==> config.mk <==
export PLATFORM = sky130hd
export DESIGN_NAME = byte_ring_fifo_frame_extractor_flat
export DESIGN_NICKNAME = d
export VERILOG_FILES = /design/src/brf_pkg.sv /design/src/brf_ifs.sv /design/src/brf_front.sv /design/src/brf_back.sv /design/src/byte_ring_fifo_frame_extractor.sv /design/src/flat_wrapper.sv
export SDC_FILE = /design/constraint.sdc
export NUM_CORES = 1
export LEC_CHECK = 0
export BUFFER_PORTS_ARGS = -buffer_cell sky130_fd_sc_hd__buf_2
export CAP_MARGIN = 20
export CORE_MARGIN = 3
export CORE_UTILIZATION = 51
export CTS_BUF_LIST = sky130_fd_sc_hd__clkbuf_16
export DETAILED_ROUTE_END_ITERATION = 16
export PLACE_DENSITY = 0.76
export SLEW_MARGIN = 10
export SYNTH_ARGS = -nofsm -noshare
export SYNTH_HDL_FRONTEND = slang
export SYNTH_SLANG_ARGS = --single-unit
==> constraint.sdc <==
create_clock -name clk -period 6.05 [get_ports clk]
set_input_delay 0.3025 -clock clk [delete_from_list [all_inputs] [get_ports clk]]
set_output_delay 0.3025 -clock clk [all_outputs]
set_load 0.05 [all_outputs]
==> src/brf_pkg.sv <==
// Shared types, widths and codes for the byte ring FIFO frame extractor.
// Used by the channel interfaces and by every module of the block.
`default_nettype none

package brf_pkg;

  localparam int DEPTH_DEF   = 64;
  localparam int BYTE_W      = 8;
  localparam int FILL_W      = 6;
  localparam int ACT_W       = 2;
  localparam int MODE_W      = 2;
  localparam int CFG_IDX_W   = 2;
  localparam int QUEUE_DEPTH = 2;
  localparam int QPTR_W      = 1;
  localparam int SHORT_FRAME = 2;

  // Action codes.
  localparam logic [ACT_W-1:0] ACT_PUSH    = 2'd0;
  localparam logic [ACT_W-1:0] ACT_POP     = 2'd1;
  localparam logic [ACT_W-1:0] ACT_EXTRACT = 2'd2;
  localparam logic [ACT_W-1:0] ACT_NOP     = 2'd3;

  // Frame modes.
  localparam logic [MODE_W-1:0] MODE_PAIR   = 2'd0;
  localparam logic [MODE_W-1:0] MODE_SPLIT  = 2'd1;
  localparam logic [MODE_W-1:0] MODE_SINGLE = 2'd2;
  localparam logic [MODE_W-1:0] MODE_DOUBLE = 2'd3;

  // Configuration register indexes.
  localparam logic [CFG_IDX_W-1:0] CFG_FRAME_MODE = 2'd0;
  localparam logic [CFG_IDX_W-1:0] CFG_START_CHAR = 2'd1;
  localparam logic [CFG_IDX_W-1:0] CFG_END_CHAR   = 2'd2;

  typedef struct packed {
    logic [ACT_W-1:0]  action;
    logic [BYTE_W-1:0] data_byte;
    logic [FILL_W-1:0] max_len;
  } cmd_t;

  typedef struct packed {
    logic [MODE_W-1:0] frame_mode;
    logic [BYTE_W-1:0] start_char;
    logic [BYTE_W-1:0] end_char;
  } cfg_t;

endpackage

`default_nettype wire

==> src/brf_ifs.sv <==
// Channel interfaces of the frame extractor: input words, result words and
// configuration writes. Depends on brf_pkg for the field widths.
`default_nettype none

interface brf_in_if import brf_pkg::*; ();
  logic              valid;
  logic              ready;
  logic [ACT_W-1:0]  action;
  logic [BYTE_W-1:0] data_byte;
  logic [FILL_W-1:0] max_len;

  modport source (output valid, action, data_byte, max_len, input ready);
  modport sink   (input valid, action, data_byte, max_len, output ready);
endinterface

interface brf_out_if import brf_pkg::*; ();
  logic              valid;
  logic              ready;
  logic [BYTE_W-1:0] out_byte;
  logic              byte_valid;
  logic              last;
  logic              push_accepted;
  logic [FILL_W-1:0] fill_count;

  modport source (output valid, out_byte, byte_valid, last, push_accepted, fill_count,
                  input ready);
  modport sink   (input valid, out_byte, byte_valid, last, push_accepted, fill_count,
                  output ready);
endinterface

interface brf_cfg_if import brf_pkg::*; ();
  logic                 valid;
  logic                 ready;
  logic [CFG_IDX_W-1:0] index;
  logic [BYTE_W-1:0]    data;

  modport source (output valid, index, data, input ready);
  modport sink   (input valid, index, data, output ready);
endinterface

`default_nettype wire

==> src/brf_front.sv <==
// Front end: accepts input words, classifies the action and queues commands.
// Depends on brf_pkg and brf_in_if.
`default_nettype none

module brf_front import brf_pkg::*; (
  input  wire logic clk,
  input  wire logic rst_n,
  brf_in_if.sink    in_ch,
  output logic      cmd_vld,
  output cmd_t      cmd,
  input  wire logic cmd_take
);

  cmd_t              q_r [QUEUE_DEPTH];
  logic [QPTR_W-1:0] wr_ptr_r, wr_ptr_nxt;
  logic [QPTR_W-1:0] rd_ptr_r, rd_ptr_nxt;
  logic [QPTR_W:0]   cnt_r, cnt_nxt;
  logic              push, pop;
  cmd_t              in_cmd;

  assign in_ch.ready = (cnt_r != (QPTR_W+1)'(QUEUE_DEPTH));
  assign push        = in_ch.valid && in_ch.ready;
  assign pop         = cmd_take && cmd_vld;
  assign cmd_vld     = (cnt_r != '0);
  assign cmd         = q_r[rd_ptr_r];

  // Unused action code becomes an explicit no-op so the back end sees one code.
  always_comb begin
    in_cmd.data_byte = in_ch.data_byte;
    in_cmd.max_len   = in_ch.max_len;
    case (in_ch.action)
      ACT_PUSH:    in_cmd.action = ACT_PUSH;
      ACT_POP:     in_cmd.action = ACT_POP;
      ACT_EXTRACT: in_cmd.action = ACT_EXTRACT;
      default:     in_cmd.action = ACT_NOP;
    endcase
  end

  always_comb begin
    wr_ptr_nxt = push ? wr_ptr_r + 1'b1 : wr_ptr_r;
    rd_ptr_nxt = pop ? rd_ptr_r + 1'b1 : rd_ptr_r;
    cnt_nxt    = cnt_r;
    if (push && !pop) begin
      cnt_nxt = cnt_r + 1'b1;
    end else if (pop && !push) begin
      cnt_nxt = cnt_r - 1'b1;
    end
  end

  always_ff @(posedge clk) begin
    if (!rst_n) begin
      wr_ptr_r <= '0;
      rd_ptr_r <= '0;
      cnt_r    <= '0;
    end else begin
      wr_ptr_r <= wr_ptr_nxt;
      rd_ptr_r <= rd_ptr_nxt;
      cnt_r    <= cnt_nxt;
    end
  end

  always_ff @(posedge clk) begin
    if (push) begin
      q_r[wr_ptr_r] <= in_cmd;
    end
  end

endmodule

`default_nettype wire

==> src/brf_back.sv <==
// Back end: byte ring memory, head and tail pointers, the delimiter scan
// sequencer and the result register. Depends on brf_pkg and brf_out_if.
`default_nettype none

module brf_back import brf_pkg::*; #(
  parameter int DEPTH = DEPTH_DEF
) (
  input  wire logic clk,
  input  wire logic rst_n,
  input  wire logic cmd_vld,
  input  cmd_t      cmd,
  output logic      cmd_take,
  input  cfg_t      cfg,
  brf_out_if.source out_ch
);

  localparam int PW = $clog2(DEPTH);
  localparam int SW = FILL_W + 1;

  localparam logic [2:0] ST_IDLE  = 3'd0;
  localparam logic [2:0] ST_SCAN  = 3'd1;
  localparam logic [2:0] ST_CALC  = 3'd2;
  localparam logic [2:0] ST_EMIT  = 3'd3;
  localparam logic [2:0] ST_EMPTY = 3'd4;

  // Pointer plus an offset below DEPTH, wrapped once.
  function automatic logic [PW-1:0] ring_add(input logic [PW-1:0] base,
                                             input logic [FILL_W-1:0] off);
    logic [SW-1:0] sum;
    sum = SW'(base) + SW'(off);
    if (sum >= SW'(DEPTH)) begin
      sum = sum - SW'(DEPTH);
    end
    return PW'(sum);
  endfunction

  logic [BYTE_W-1:0] byte_store [DEPTH];

  logic [2:0]        state_r, state_nxt;
  logic [PW-1:0]     head_r, head_nxt;
  logic [PW-1:0]     tail_r, tail_nxt;
  logic              chk_vld_r, chk_vld_nxt;
  logic              rdv_r, rdv_nxt;
  logic              ovld_r, ovld_nxt;

  logic [ACT_W-1:0]  act_r, act_nxt;
  logic [FILL_W-1:0] ml_r, ml_nxt;
  logic [FILL_W-1:0] f_r, f_nxt;
  logic              pa_r, pa_nxt;
  logic [FILL_W-1:0] s_r, s_nxt;
  logic [FILL_W-1:0] e_r, e_nxt;
  logic              phase_r, phase_nxt;
  logic [BYTE_W-1:0] prev_r, prev_nxt;
  logic [FILL_W-1:0] iss_off_r, iss_off_nxt;
  logic [PW-1:0]     iss_ptr_r, iss_ptr_nxt;
  logic [FILL_W-1:0] chk_off_r, chk_off_nxt;
  logic [PW-1:0]     ep_r, ep_nxt;
  logic [FILL_W-1:0] rem_r, rem_nxt;
  logic [FILL_W-1:0] rfill_r, rfill_nxt;
  logic              rd_last_r, rd_last_nxt;
  logic [BYTE_W-1:0] rd_data_r;
  logic [BYTE_W-1:0] obyte_r, obyte_nxt;
  logic              obv_r, obv_nxt;
  logic              olast_r, olast_nxt;
  logic              opa_r, opa_nxt;
  logic [FILL_W-1:0] ofill_r, ofill_nxt;

  logic              wr_en, rd_en;
  logic [PW-1:0]     rd_addr;
  logic [PW-1:0]     tail_inc;
  logic [SW-1:0]     fill_wide;
  logic [FILL_W-1:0] fill_cur;
  logic              out_free;
  logic              issue, move, found;
  logic [BYTE_W-1:0] end_sel;
  logic [FILL_W-1:0] c_len, c_n, c_st, c_hoff;
  logic              c_none;

  assign tail_inc  = ring_add(tail_r, FILL_W'(1));
  assign fill_wide = (tail_r >= head_r) ? SW'(tail_r) - SW'(head_r)
                                        : SW'(tail_r) + SW'(DEPTH) - SW'(head_r);
  assign fill_cur  = FILL_W'(fill_wide);
  assign out_free  = !ovld_r || out_ch.ready;
  assign end_sel   = (cfg.frame_mode == MODE_PAIR) ? cfg.end_char : cfg.start_char;

  // Frame length, byte count, start offset and new head offset, from the scan.
  always_comb begin
    c_len  = '0;
    c_st   = '0;
    c_none = 1'b0;
    if (act_r == ACT_POP) begin
      c_len = f_r;
    end else if (cfg.frame_mode == MODE_PAIR || cfg.frame_mode == MODE_SPLIT) begin
      c_len = e_r - s_r + 1'b1;
      c_st  = s_r;
    end else begin
      c_len = e_r + 1'b1;
    end
    c_n    = (c_len < ml_r) ? c_len : ml_r;
    c_hoff = c_n;
    if (act_r == ACT_EXTRACT) begin
      if (cfg.frame_mode == MODE_PAIR) begin
        c_hoff = e_r + 1'b1;
      end else if (cfg.frame_mode == MODE_SPLIT) begin
        // A short split frame is dropped but its closing delimiter stays.
        if (c_n <= FILL_W'(SHORT_FRAME)) begin
          c_none = 1'b1;
          c_hoff = (c_n != '0) ? s_r + c_n - 1'b1 : s_r;
        end else begin
          c_hoff = s_r + c_n;
        end
      end
    end
  end

  always_comb begin
    state_nxt   = state_r;
    head_nxt    = head_r;
    tail_nxt    = tail_r;
    chk_vld_nxt = chk_vld_r;
    rdv_nxt     = rdv_r;
    act_nxt     = act_r;
    ml_nxt      = ml_r;
    f_nxt       = f_r;
    pa_nxt      = pa_r;
    s_nxt       = s_r;
    e_nxt       = e_r;
    phase_nxt   = phase_r;
    prev_nxt    = prev_r;
    iss_off_nxt = iss_off_r;
    iss_ptr_nxt = iss_ptr_r;
    chk_off_nxt = chk_off_r;
    ep_nxt      = ep_r;
    rem_nxt     = rem_r;
    rfill_nxt   = rfill_r;
    rd_last_nxt = rd_last_r;
    cmd_take    = 1'b0;
    wr_en       = 1'b0;
    rd_en       = 1'b0;
    rd_addr     = iss_ptr_r;
    issue       = 1'b0;
    move        = 1'b0;
    found       = 1'b0;
    ovld_nxt    = out_ch.ready ? 1'b0 : ovld_r;
    obyte_nxt   = obyte_r;
    obv_nxt     = obv_r;
    olast_nxt   = olast_r;
    opa_nxt     = opa_r;
    ofill_nxt   = ofill_r;

    case (state_r)
      ST_IDLE: begin
        if (cmd_vld) begin
          cmd_take  = 1'b1;
          act_nxt   = cmd.action;
          ml_nxt    = cmd.max_len;
          f_nxt     = fill_cur;
          pa_nxt    = 1'b0;
          rfill_nxt = fill_cur;
          case (cmd.action)
            ACT_PUSH: begin
              if (tail_inc != head_r) begin
                wr_en     = 1'b1;
                tail_nxt  = tail_inc;
                pa_nxt    = 1'b1;
                rfill_nxt = fill_cur + 1'b1;
              end
              state_nxt = ST_EMPTY;
            end
            ACT_POP: begin
              state_nxt = ST_CALC;
            end
            ACT_EXTRACT: begin
              if (fill_cur == '0) begin
                state_nxt = ST_EMPTY;
              end else begin
                iss_off_nxt = '0;
                iss_ptr_nxt = head_r;
                chk_vld_nxt = 1'b0;
                phase_nxt   = 1'b0;
                prev_nxt    = '0;
                state_nxt   = ST_SCAN;
              end
            end
            default: begin
              state_nxt = ST_EMPTY;
            end
          endcase
        end
      end

      ST_SCAN: begin
        // Reads are issued one offset ahead of the compare.
        issue = (iss_off_r != f_r);
        if (issue) begin
          rd_en       = 1'b1;
          iss_ptr_nxt = ring_add(iss_ptr_r, FILL_W'(1));
          iss_off_nxt = iss_off_r + 1'b1;
        end
        chk_vld_nxt = issue;
        chk_off_nxt = iss_off_r;
        if (chk_vld_r) begin
          case (cfg.frame_mode)
            MODE_PAIR, MODE_SPLIT: begin
              if (!phase_r) begin
                if (rd_data_r == cfg.start_char) begin
                  s_nxt     = chk_off_r;
                  phase_nxt = 1'b1;
                end
              end else if (rd_data_r == end_sel) begin
                found = 1'b1;
              end
            end
            MODE_SINGLE: begin
              found = (rd_data_r == cfg.start_char);
            end
            default: begin
              found    = (prev_r == cfg.start_char) && (rd_data_r == cfg.end_char);
              prev_nxt = rd_data_r;
            end
          endcase
          if (found) begin
            e_nxt     = chk_off_r;
            state_nxt = ST_CALC;
          end else if (chk_off_r == f_r - 1'b1) begin
            rfill_nxt = f_r;
            state_nxt = ST_EMPTY;
          end
        end
      end

      ST_CALC: begin
        head_nxt  = ring_add(head_r, c_hoff);
        rfill_nxt = f_r - c_hoff;
        if (c_n == '0 || c_none) begin
          state_nxt = ST_EMPTY;
        end else begin
          ep_nxt    = ring_add(head_r, c_st);
          rem_nxt   = c_n;
          rdv_nxt   = 1'b0;
          state_nxt = ST_EMIT;
        end
      end

      ST_EMIT: begin
        move = rdv_r && out_free;
        if (move) begin
          ovld_nxt  = 1'b1;
          obyte_nxt = rd_data_r;
          obv_nxt   = 1'b1;
          olast_nxt = rd_last_r;
          opa_nxt   = 1'b0;
          ofill_nxt = rfill_r;
        end
        issue = (rem_r != '0) && (!rdv_r || move);
        if (issue) begin
          rd_en       = 1'b1;
          rd_addr     = ep_r;
          ep_nxt      = ring_add(ep_r, FILL_W'(1));
          rem_nxt     = rem_r - 1'b1;
          rdv_nxt     = 1'b1;
          rd_last_nxt = (rem_r == FILL_W'(1));
        end else if (move) begin
          rdv_nxt = 1'b0;
        end
        if (!issue && rem_r == '0 && (!rdv_r || move)) begin
          state_nxt = ST_IDLE;
        end
      end

      ST_EMPTY: begin
        if (out_free) begin
          ovld_nxt  = 1'b1;
          obyte_nxt = '0;
          obv_nxt   = 1'b0;
          olast_nxt = 1'b1;
          opa_nxt   = pa_r;
          ofill_nxt = rfill_r;
          state_nxt = ST_IDLE;
        end
      end

      default: begin
        state_nxt = ST_IDLE;
      end
    endcase
  end

  always_ff @(posedge clk) begin
    if (!rst_n) begin
      state_r   <= ST_IDLE;
      head_r    <= '0;
      tail_r    <= '0;
      chk_vld_r <= 1'b0;
      rdv_r     <= 1'b0;
      ovld_r    <= 1'b0;
    end else begin
      state_r   <= state_nxt;
      head_r    <= head_nxt;
      tail_r    <= tail_nxt;
      chk_vld_r <= chk_vld_nxt;
      rdv_r     <= rdv_nxt;
      ovld_r    <= ovld_nxt;
    end
  end

  always_ff @(posedge clk) begin
    act_r     <= act_nxt;
    ml_r      <= ml_nxt;
    f_r       <= f_nxt;
    pa_r      <= pa_nxt;
    s_r       <= s_nxt;
    e_r       <= e_nxt;
    phase_r   <= phase_nxt;
    prev_r    <= prev_nxt;
    iss_off_r <= iss_off_nxt;
    iss_ptr_r <= iss_ptr_nxt;
    chk_off_r <= chk_off_nxt;
    ep_r      <= ep_nxt;
    rem_r     <= rem_nxt;
    rfill_r   <= rfill_nxt;
    rd_last_r <= rd_last_nxt;
    obyte_r   <= obyte_nxt;
    obv_r     <= obv_nxt;
    olast_r   <= olast_nxt;
    opa_r     <= opa_nxt;
    ofill_r   <= ofill_nxt;
  end

  // Ring memory: one write port for pushes, one registered read port.
  always_ff @(posedge clk) begin
    if (wr_en) begin
      byte_store[tail_r] <= cmd.data_byte;
    end
    if (rd_en) begin
      rd_data_r <= byte_store[rd_addr];
    end
  end

  assign out_ch.valid         = ovld_r;
  assign out_ch.out_byte      = obyte_r;
  assign out_ch.byte_valid    = obv_r;
  assign out_ch.last          = olast_r;
  assign out_ch.push_accepted = opa_r;
  assign out_ch.fill_count    = ofill_r;

endmodule

`default_nettype wire

==> src/byte_ring_fifo_frame_extractor.sv <==
// Byte ring FIFO with delimiter framing on the read side.
// Channels: in_ch takes one word per action (push, pop or extract), out_ch
// returns one or more result words per action, the final one flagged last,
// and cfg_ch writes frame_mode, start_char and end_char. The user writes
// cfg_ch only while the block idles; the block itself does not enforce this.
// Every word is moved on a valid and ready handshake at a rising clock edge.
// The ring holds DEPTH-1 bytes in a single-port-write, registered-read memory.
// A push, a refused push, an unused action or an extract of an empty ring
// answers with one result word that carries no byte. A pop computes its byte
// count and then emits its bytes, or an empty result word if there are none.
// An extract scans the ring one entry per cycle through the memory read port,
// then computes the frame bounds and emits the frame's bytes; a frame that
// yields no bytes and a scan that finds no frame answer with an empty result
// word. Bytes follow one per cycle while the receiver does not stall. A new
// action starts once the previous one has loaded its last word.
// A two-word command queue sits in front, so input words are taken while the
// back end works or the receiver stalls; a stall holds the result register and
// the emit sequence in place. Reset clears pointers, the queue and the
// configuration; the ring contents are not cleared and no sweep is needed.
`default_nettype none

module byte_ring_fifo_frame_extractor import brf_pkg::*; #(
  parameter int DEPTH = DEPTH_DEF
) (
  input  wire logic clk,
  input  wire logic rst_n,
  brf_in_if.sink    in_ch,
  brf_out_if.source out_ch,
  brf_cfg_if.sink   cfg_ch
);

  cfg_t cfg_r, cfg_nxt;
  logic cmd_vld;
  logic cmd_take;
  cmd_t cmd;

  assign cfg_ch.ready = 1'b1;

  always_comb begin
    cfg_nxt = cfg_r;
    if (cfg_ch.valid) begin
      case (cfg_ch.index)
        CFG_FRAME_MODE: cfg_nxt.frame_mode = cfg_ch.data[MODE_W-1:0];
        CFG_START_CHAR: cfg_nxt.start_char = cfg_ch.data;
        CFG_END_CHAR:   cfg_nxt.end_char   = cfg_ch.data;
        default:        cfg_nxt = cfg_r;
      endcase
    end
  end

  always_ff @(posedge clk) begin
    if (!rst_n) begin
      cfg_r <= '0;
    end else begin
      cfg_r <= cfg_nxt;
    end
  end

  brf_front u_front (
    .clk      (clk),
    .rst_n    (rst_n),
    .in_ch    (in_ch),
    .cmd_vld  (cmd_vld),
    .cmd      (cmd),
    .cmd_take (cmd_take)
  );

  brf_back #(
    .DEPTH (DEPTH)
  ) u_back (
    .clk      (clk),
    .rst_n    (rst_n),
    .cmd_vld  (cmd_vld),
    .cmd      (cmd),
    .cmd_take (cmd_take),
    .cfg      (cfg_r),
    .out_ch   (out_ch)
  );

endmodule

`default_nettype wire
==> src/flat_wrapper.sv <==
// flat-port wrapper written by rule: the top's interface ports become plain ports
module byte_ring_fifo_frame_extractor_flat import brf_pkg::*;
#(
  parameter int DEPTH = DEPTH_DEF
)
  (clk, rst_n, in_ch_valid, in_ch_action, in_ch_data_byte, in_ch_max_len, in_ch_ready, out_ch_valid, out_ch_out_byte, out_ch_byte_valid, out_ch_last, out_ch_push_accepted, out_ch_fill_count, out_ch_ready, cfg_ch_valid, cfg_ch_index, cfg_ch_data, cfg_ch_ready);
  brf_in_if in_ch_i ();
  brf_out_if out_ch_i ();
  brf_cfg_if cfg_ch_i ();
  input  wire logic clk;
  input  wire logic rst_n;
  input wire logic [$bits(in_ch_i.valid)-1:0] in_ch_valid;
  input wire logic [$bits(in_ch_i.action)-1:0] in_ch_action;
  input wire logic [$bits(in_ch_i.data_byte)-1:0] in_ch_data_byte;
  input wire logic [$bits(in_ch_i.max_len)-1:0] in_ch_max_len;
  output wire logic [$bits(in_ch_i.ready)-1:0] in_ch_ready;
  output wire logic [$bits(out_ch_i.valid)-1:0] out_ch_valid;
  output wire logic [$bits(out_ch_i.out_byte)-1:0] out_ch_out_byte;
  output wire logic [$bits(out_ch_i.byte_valid)-1:0] out_ch_byte_valid;
  output wire logic [$bits(out_ch_i.last)-1:0] out_ch_last;
  output wire logic [$bits(out_ch_i.push_accepted)-1:0] out_ch_push_accepted;
  output wire logic [$bits(out_ch_i.fill_count)-1:0] out_ch_fill_count;
  input wire logic [$bits(out_ch_i.ready)-1:0] out_ch_ready;
  input wire logic [$bits(cfg_ch_i.valid)-1:0] cfg_ch_valid;
  input wire logic [$bits(cfg_ch_i.index)-1:0] cfg_ch_index;
  input wire logic [$bits(cfg_ch_i.data)-1:0] cfg_ch_data;
  output wire logic [$bits(cfg_ch_i.ready)-1:0] cfg_ch_ready;
  assign in_ch_i.valid = in_ch_valid;
  assign in_ch_i.action = in_ch_action;
  assign in_ch_i.data_byte = in_ch_data_byte;
  assign in_ch_i.max_len = in_ch_max_len;
  assign in_ch_ready = in_ch_i.ready;
  assign out_ch_valid = out_ch_i.valid;
  assign out_ch_out_byte = out_ch_i.out_byte;
  assign out_ch_byte_valid = out_ch_i.byte_valid;
  assign out_ch_last = out_ch_i.last;
  assign out_ch_push_accepted = out_ch_i.push_accepted;
  assign out_ch_fill_count = out_ch_i.fill_count;
  assign out_ch_i.ready = out_ch_ready;
  assign cfg_ch_i.valid = cfg_ch_valid;
  assign cfg_ch_i.index = cfg_ch_index;
  assign cfg_ch_i.data = cfg_ch_data;
  assign cfg_ch_ready = cfg_ch_i.ready;
  byte_ring_fifo_frame_extractor #(.DEPTH(DEPTH)) u_core (.clk(clk), .rst_n(rst_n), .in_ch(in_ch_i), .out_ch(out_ch_i), .cfg_ch(cfg_ch_i));
endmodule
**Word level (Yosys, flattened, before mapping)**

Memory sizes are Yosys's and may differ from the RTL's. A register that Yosys moved wholly into a read port is not among the register bits.
Cells that the tools add are included.

- Equality and inequality tests: 39
- Reduce and logical (&&, ||, !) cells: 53
- Div/mod/pow operators: 0
- Order comparisons: 8
- Bitwise logic cells: 1
- Multiply operators: 0
- Shifts and indexed selects: 0
- Multiplexer cells: 116
- Add/subtract/negate cells: 27

Operators with widths:

| cell | number |
|---|---|
| 6-bit two-way mux | 38 |
| 8-bit two-way mux | 8 |
| 6-bit case mux with 2 select lines | 5 |
| 6-bit by 1-bit subtractor with 6-bit output, second input constant | 8 |
| 1-bit two-way mux | 40 |
| 7-bit >= comparator, second input constant | 5 |
| 8-bit equality test | 4 |
| 8-bit case mux with 2 select lines | 2 |
| 6-bit by 1-bit adder with 6-bit output, second input constant | 5 |
| 3-bit two-way mux | 8 |
| 2-bit inequality test, second input constant | 12 |
| 6-bit subtractor | 4 |
| 6-bit by 1-bit adder with 7-bit output, second input constant | 3 |
| 5-bit AND reduction | 4 |
| 6-bit zero test | 3 |
| 1-bit case mux with 2 select lines | 9 |
| 6-bit case mux with 3 select lines | 1 |
| 3-bit case mux with 5 select lines | 1 |
| 6-bit by 6-bit adder with 7-bit output | 2 |
| 6-bit inequality test | 2 |
| 3-bit AND reduction | 4 |
| 6-bit AND reduction | 2 |
| 6-bit nonzero test | 2 |
| 2-bit by 1-bit equality test with 1-bit output, second input constant | 5 |
| 30 further kinds | 67 |

- Bits of input ports: 31
- RAM bits: 544
- Word-level logic and storage cells: 278
- Output and inout port bits: 20
- Register bits: 130
- Memories kept: 2
- ROM bits: 0
- Bits in latches: 0

Memories:

| memory | words | bits a word | read ports | clocked after memory_dff | wr ports | line | text |
|---|---|---|---|---|---|---|---|
| u_core.u_back.byte_store | 64 | 8 | 1 | 1 | 1 | brf_back.sv:37 | `logic [BYTE_W-1:0] byte_store [DEPTH];` |
| u_core.u_front.q_r | 2 | 16 | 1 | 1 | 1 | brf_front.sv:14 | `cmd_t q_r [QUEUE_DEPTH];` |

**Depth between registers and ports, before layout**

- Depth in word-level cells: 16
- Mapped depth: 33
- Depth with buffers taken out: 33

**Modules after synthesis**

From an unflattened synthesis, not the netlist that was laid out.

- Cell total of the unflattened synthesis: 1911
- Area, all modules: 29769.8 um^2

By module, submodules not included:

| module | area each (um^2) | cells an instance | sequential area each (um^2) | instances |
|---|---|---|---|---|
| brf_back | 27659.0 | 1763 | 18677.9 | 1 |
| brf_front | 1401.3 | 76 | 1061.0 | 1 |
| byte_ring_fifo_frame_extractor | 709.4 | 72 | 360.3 | 1 |

**Worst setup path after synthesis**

No wires, ideal clock.

- Path type: reg2reg
- From: register u_core.u_back.s_r[1]
- To: register u_core.u_back.rfill_r[5] (data pin)
- Buffers on the path: 0
- Clock period less this slack: 6.598 ns
- Setup slack: -0.548 ns
- Setup time: 0.259 ns
- Stages on the path, launching flop included: 32
- Arrival time: 6.339 ns
- Path through: edfxtp_1 > ha_1 > inv_1 > ha_1 > fa_1 > nand3_1 > a21oi_1 > nor3_1 > o21ai_0 > ha_1 > and4_4 > a21oi_1 > o211a_1 > nor2_1 > a21oi_1 > inv_1 > ha_1 > inv_1 > fa_1 > ha_1 > mux2i_1 > a21oi_1 > a21oi_1 > mux2i_1 > ha_1 > a21o_1 > a21o_1 > a21o_1 > a21oi_1 > o21ai_0 > a31o_1 > a211o_1

- Word-level cells in the longest chain between the ends: 15
- Elaborated cells on any way between the ends: 17
- Those cells by class: add/sub (5); order compare (2); mux (9); reduce/logical (1)

Ends and longest elaborated chain:

| what | line | text |
|---|---|---|
| start: declaration | brf_back.sv:50 | `logic [FILL_W-1:0] s_r, s_nxt;` |
| start signal: assignment | brf_back.sv:312 | `s_r <= s_nxt;` |
| 6-bit subtractor | brf_back.sv:94 | `c_len = e_r - s_r + 1'b1;` |
| 6-bit by 1-bit adder with 6-bit output | brf_back.sv:94 |  |
| 6-bit two-way mux | brf_back.sv:93 | `end else if (cfg.frame_mode == MODE_PAIR \|\| cfg.frame_mode == MODE_SPLIT) begin` |
| 6-bit two-way mux | brf_back.sv:91 | `if (act_r == ACT_POP) begin` |
| 6-bit < comparator | brf_back.sv:99 | `c_n = (c_len < ml_r) ? c_len : ml_r;` |
| 6-bit two-way mux | brf_back.sv:99 |  |
| 6-bit adder | brf_back.sv:108, brf_back.sv:110 |  |
| 6-bit by 1-bit subtractor with 6-bit output | brf_back.sv:108 | `c_hoff = (c_n != '0) ? s_r + c_n - 1'b1 : s_r;` |
| 6-bit two-way mux | brf_back.sv:108 |  |
| 6-bit two-way mux | brf_back.sv:106 | `if (c_n <= FILL_W'(SHORT_FRAME)) begin` |
| 6-bit two-way mux | brf_back.sv:104 | `end else if (cfg.frame_mode == MODE_SPLIT) begin` |
| 6-bit two-way mux | brf_back.sv:102 | `if (cfg.frame_mode == MODE_PAIR) begin` |
| 6-bit two-way mux * | brf_back.sv:101 | `if (act_r == ACT_EXTRACT) begin` |
| 6-bit subtractor * | brf_back.sv:234 | `rfill_nxt = f_r - c_hoff;` |
| 6-bit case mux with 3 select lines * | brf_back.sv:151 | `case (state_r)` |
| via u_core.u_back.rfill_nxt[5] | brf_back.sv:59 | `logic [FILL_W-1:0] rfill_r, rfill_nxt;` |
| end signal: assignment | brf_back.sv:321 | `rfill_r <= rfill_nxt;` |
| end: declaration | brf_back.sv:59 |  |

The timed path passes the listed nets; every way through them passes the cells marked *.
A chain may end at the register's enable or synchronous reset.

**Final worst setup path**

Same ends and word-level chain as after synthesis.

==> flow_metrics.env <==
export IMPL_cp_buffers_inverters=3
export IMPL_mostFrequentLayoutCells="642 x edfxtp_1, 177 x nand2_1, 128 x mux4_2"
export IMPL_dp_cells=2717
export IMPL_hpwlAfterDp_um=41600
export IMPL_synthDistinctLibCells=76
export IMPL_die_x_um=248
export IMPL_synth_edf_count=642
export IMPL_die_area_sq_um=61500
export IMPL_ys_ff_latch=683
export IMPL_worst_slew_pin_slew_ps=1140
export IMPL_min_period_ps=6230
export IMPL_cts_path_max_buffers=3
export IMPL_rr_endpoint="u_core.u_back.rfill_r[5]"
export IMPL_cp_start_kind="flip-flop"
export IMPL_cp_slowest_cell="fa_2"
export IMPL_core_sq_um=57800
export IMPL_path_class="flip-flop to flip-flop"
export IMPL_layout_worst_path_cycle_share=1.03
export IMPL_crit_path_max_fanout=6
export IMPL_leakagePower_nw=11.8
export IMPL_cap_violations=0
export IMPL_synth_fp_nets=2000
export IMPL_ios=51
export IMPL_syn_inst=1908
export IMPL_arrival_ps=6590
export IMPL_critPathTopFamily="adder cells"
export IMPL_maxSlewHeadroom=0.235
export IMPL_htree_levels=3
export IMPL_grt_pass1_vias=17700
export IMPL_clkTransAtPathRegs_ps=60
export IMPL_clock_latency_ps=610
export IMPL_cp_common_cell="ha_4"
export IMPL_io_buffers=49
export IMPL_required_ps=6410
export IMPL_layout_commonest_cell="edfxtp_1"
export IMPL_vias_per_cell=5.99
export IMPL_wl_um=67400
export IMPL_cp_num_cells=31
export IMPL_drt_iter0_drc=1561
export IMPL_start_util=0.516
export IMPL_grt_util_all_layers=0.220
export IMPL_stdcell_count=2881
export IMPL_setup_viol=2
export IMPL_clock_sinks=683
export IMPL_ant_nets=0
export IMPL_gp_congestion=0.889
export IMPL_drive_above_1_share=0.220
export IMPL_rr_worst_depth=31
export IMPL_r2r_slack_ps=-180
export IMPL_r2r_start="u_core.u_back.s_r[1]"
export IMPL_cts_root_buf="clkbuf_16"
export IMPL_area_growth_synth_to_final_pct=14.9
export IMPL_yosys_warnings=0
export IMPL_cts_tree="yes"
export IMPL_nNetsFinal=2155
export IMPL_critPathCaptureType="flip-flop"
export IMPL_drt_pass1_iterations=5
export IMPL_die_h_um=248
export IMPL_n_antenna_cell=0
export IMPL_skew_ps=27.9
export IMPL_cts_buffers_inserted=70
export IMPL_slowest_delay_ps=560
export IMPL_yosys_most_used_dff="edfxtp_1"
export IMPL_vias=17300
export IMPL_yosysSeqAreaShare=0.673
export IMPL_num_rows=88
export IMPL_synth_area_sq_um=29800
export IMPL_drc_errors=0
export IMPL_max_freq_mhz=161
export IMPL_status="finished, violations left"
export IMPL_cp_endpoint="u_core.u_back.rfill_r[5]"
export IMPL_slew_violations=0
export IMPL_avgSynthCellArea_sq_um=15.6
export IMPL_layout_setup_ws_ps=-176
export IMPL_startpoint="u_core.u_back.s_r[1]"
export IMPL_violations="negative setup slack"
export IMPL_pwr_density_cell_nw_per_um2=478
export IMPL_power_mw=16.4
export IMPL_hold_viol=0
export IMPL_max_vdd_ir_drop_mv=0.431
export IMPL_antenna_found_initial=0
export IMPL_fillCellCount=4178
export IMPL_overflow=0
export IMPL_rsz0062_at_grt="true"
export IMPL_grt_max_degree=129
export IMPL_grt_pass1_wl_um=103000
export IMPL_hp_class="primary input to flip-flop"
export IMPL_synthArstFlopShare=0
export IMPL_setup_tns_ps=-209
export IMPL_wl_per_cell_um=23.4
export IMPL_fin_util=0.593
-- power breakdown --
group	switching (mW)	internal, mW
registers	0.301	5.90
logic	3.42	2.53
clock network	1.81	2.42
total	5.53	10.9
-- layer usage --
metal	global-route usage	vias up	wire length, um
met5	0	-	0
met4	0.0790	0	1930
met3	0.0448	139	5150
met2	0.364	816	33400
met1	0.293	8676	27000
li1	-	7634	-
-- timing repair --
| action | in CTS | in global routing |
|---|---|---|
| endpoints found under the hold margin | 48 | 0 |
| gates resized for setup | 24 | 28 |
| setup endpoints to repair | 2 | 10 |
| pin swaps | 24 | 23 |
| cloned | 0 | 0 |
| setup buffers | 5 | 8 |
| hold buffers | 25 | 0 |
-- logic make-up (layout without fill, tap and decap cells) --
kind of cell    Yosys count  after routing  synth area share
xor+xnor                101            101            0.0301
compound gates          230            230            0.0516
fa+ha+maj                61             61            0.0271
other cells               1              1          0.000126
mux                     192            192             0.119
buf+inv                 145            353            0.0197
flops                   683            683             0.673
simple gates            495            495            0.0791
-- cell type report --
cell class	count	area, sq um	area share
Multi-Input combinational cell	1080	9500	0.277
Clock inverter	54	477	0.0139
Sequential cell	683	20100	0.586
Timing Repair Buffer	172	1270	0.0369
Tap cell	765	957	0.0279
Inverter	56	213	0.00620
Clock buffer	71	1780	0.0518
-- cell usage after synthesis, types with 9 or more instances --
library cell,number,share of area
a211oi_1,23,0.0058
a21o_1,17,0.0043
a21oi_1,43,0.0072
a31oi_1,22,0.0046
and2_1,41,0.0086
buf_1,10,0.0013
buf_2,19,0.0032
clkbuf_1,55,0.0069
dfxtp_1,41,0.027
edfxtp_1,642,0.65
ha_1,55,0.023
inv_1,53,0.0067
mux2_2,18,0.0068
mux2i_1,45,0.015
mux4_2,128,0.097
nand2_1,179,0.023
nand2b_1,9,0.0019
nand3_1,39,0.0065
nand3b_1,9,0.0023
nand4_1,9,0.0019
nor2_1,114,0.014
nor2b_1,35,0.0073
nor3_1,14,0.0023
nor4_1,9,0.0019
o21ai_0,44,0.0074
o21ai_1,9,0.0015
o22ai_1,11,0.0023
or3_1,12,0.0025
xnor2_1,55,0.016
xor2_1,45,0.013
-- worst min path at each step --
stage                        startpoint                            endpoint  slack, ps  cells past startpoint
2_1_floorplan  u_core.u_back.rfill_r[0]  u_core.u_back.out_ch.fill_count[0]        400                      0
3_3_place_gp   u_core.u_back.rfill_r[3]  u_core.u_back.out_ch.fill_count[3]        400                      0
3_5_place_dp   u_core.u_back.rfill_r[4]  u_core.u_back.out_ch.fill_count[4]        410                      0
4_1_cts                 cfg_ch_index[1]                    u_core.cfg_r[16]        100                      4
5_1_grt                 cfg_ch_index[1]                    u_core.cfg_r[16]        140                      4
6_report                cfg_ch_index[1]                    u_core.cfg_r[16]        130                      4
-- state kept, by name (all words and copies together) (netlist names), 8 cells and up, named ones only --
name / cells
u_core.cfg_r: 18
u_core.u_back.byte_store: 512
u_core.u_back.out_ch.out_byte: 8
u_core.u_back.prev_r: 8
u_core.u_back.rd_data_r: 8
u_core.u_front.q_r: 32
-- through the flow --
step / hold slack (ps) / worst slack [ps] / instance area [sq um]
floorplan: 400 / 25.8 / 29900
detailed placement: 405 / -274 / 31500
global placement: 403 / -137 / 31400
CTS: 99.3 / -190 / 34100
finish: 133 / -176 / 34300
global route: 136 / -420 / 34300
-- worst register-to-register path: cells and delay by family, from the launching register on --
| family | cells | cell delay, ps |
|---|---|---|
| AND/OR/NAND/NOR | 6 | 1050 |
| buffers and inverters | 3 | 180 |
| adder cells (fa/ha/maj) | 8 | 2310 |
| AO/OA/AOI/OAI | 13 | 1920 |
| multiplexers | 1 | 130 |
| flip-flops | 1 | 430 |
Power figures use the tool's default switching activity.
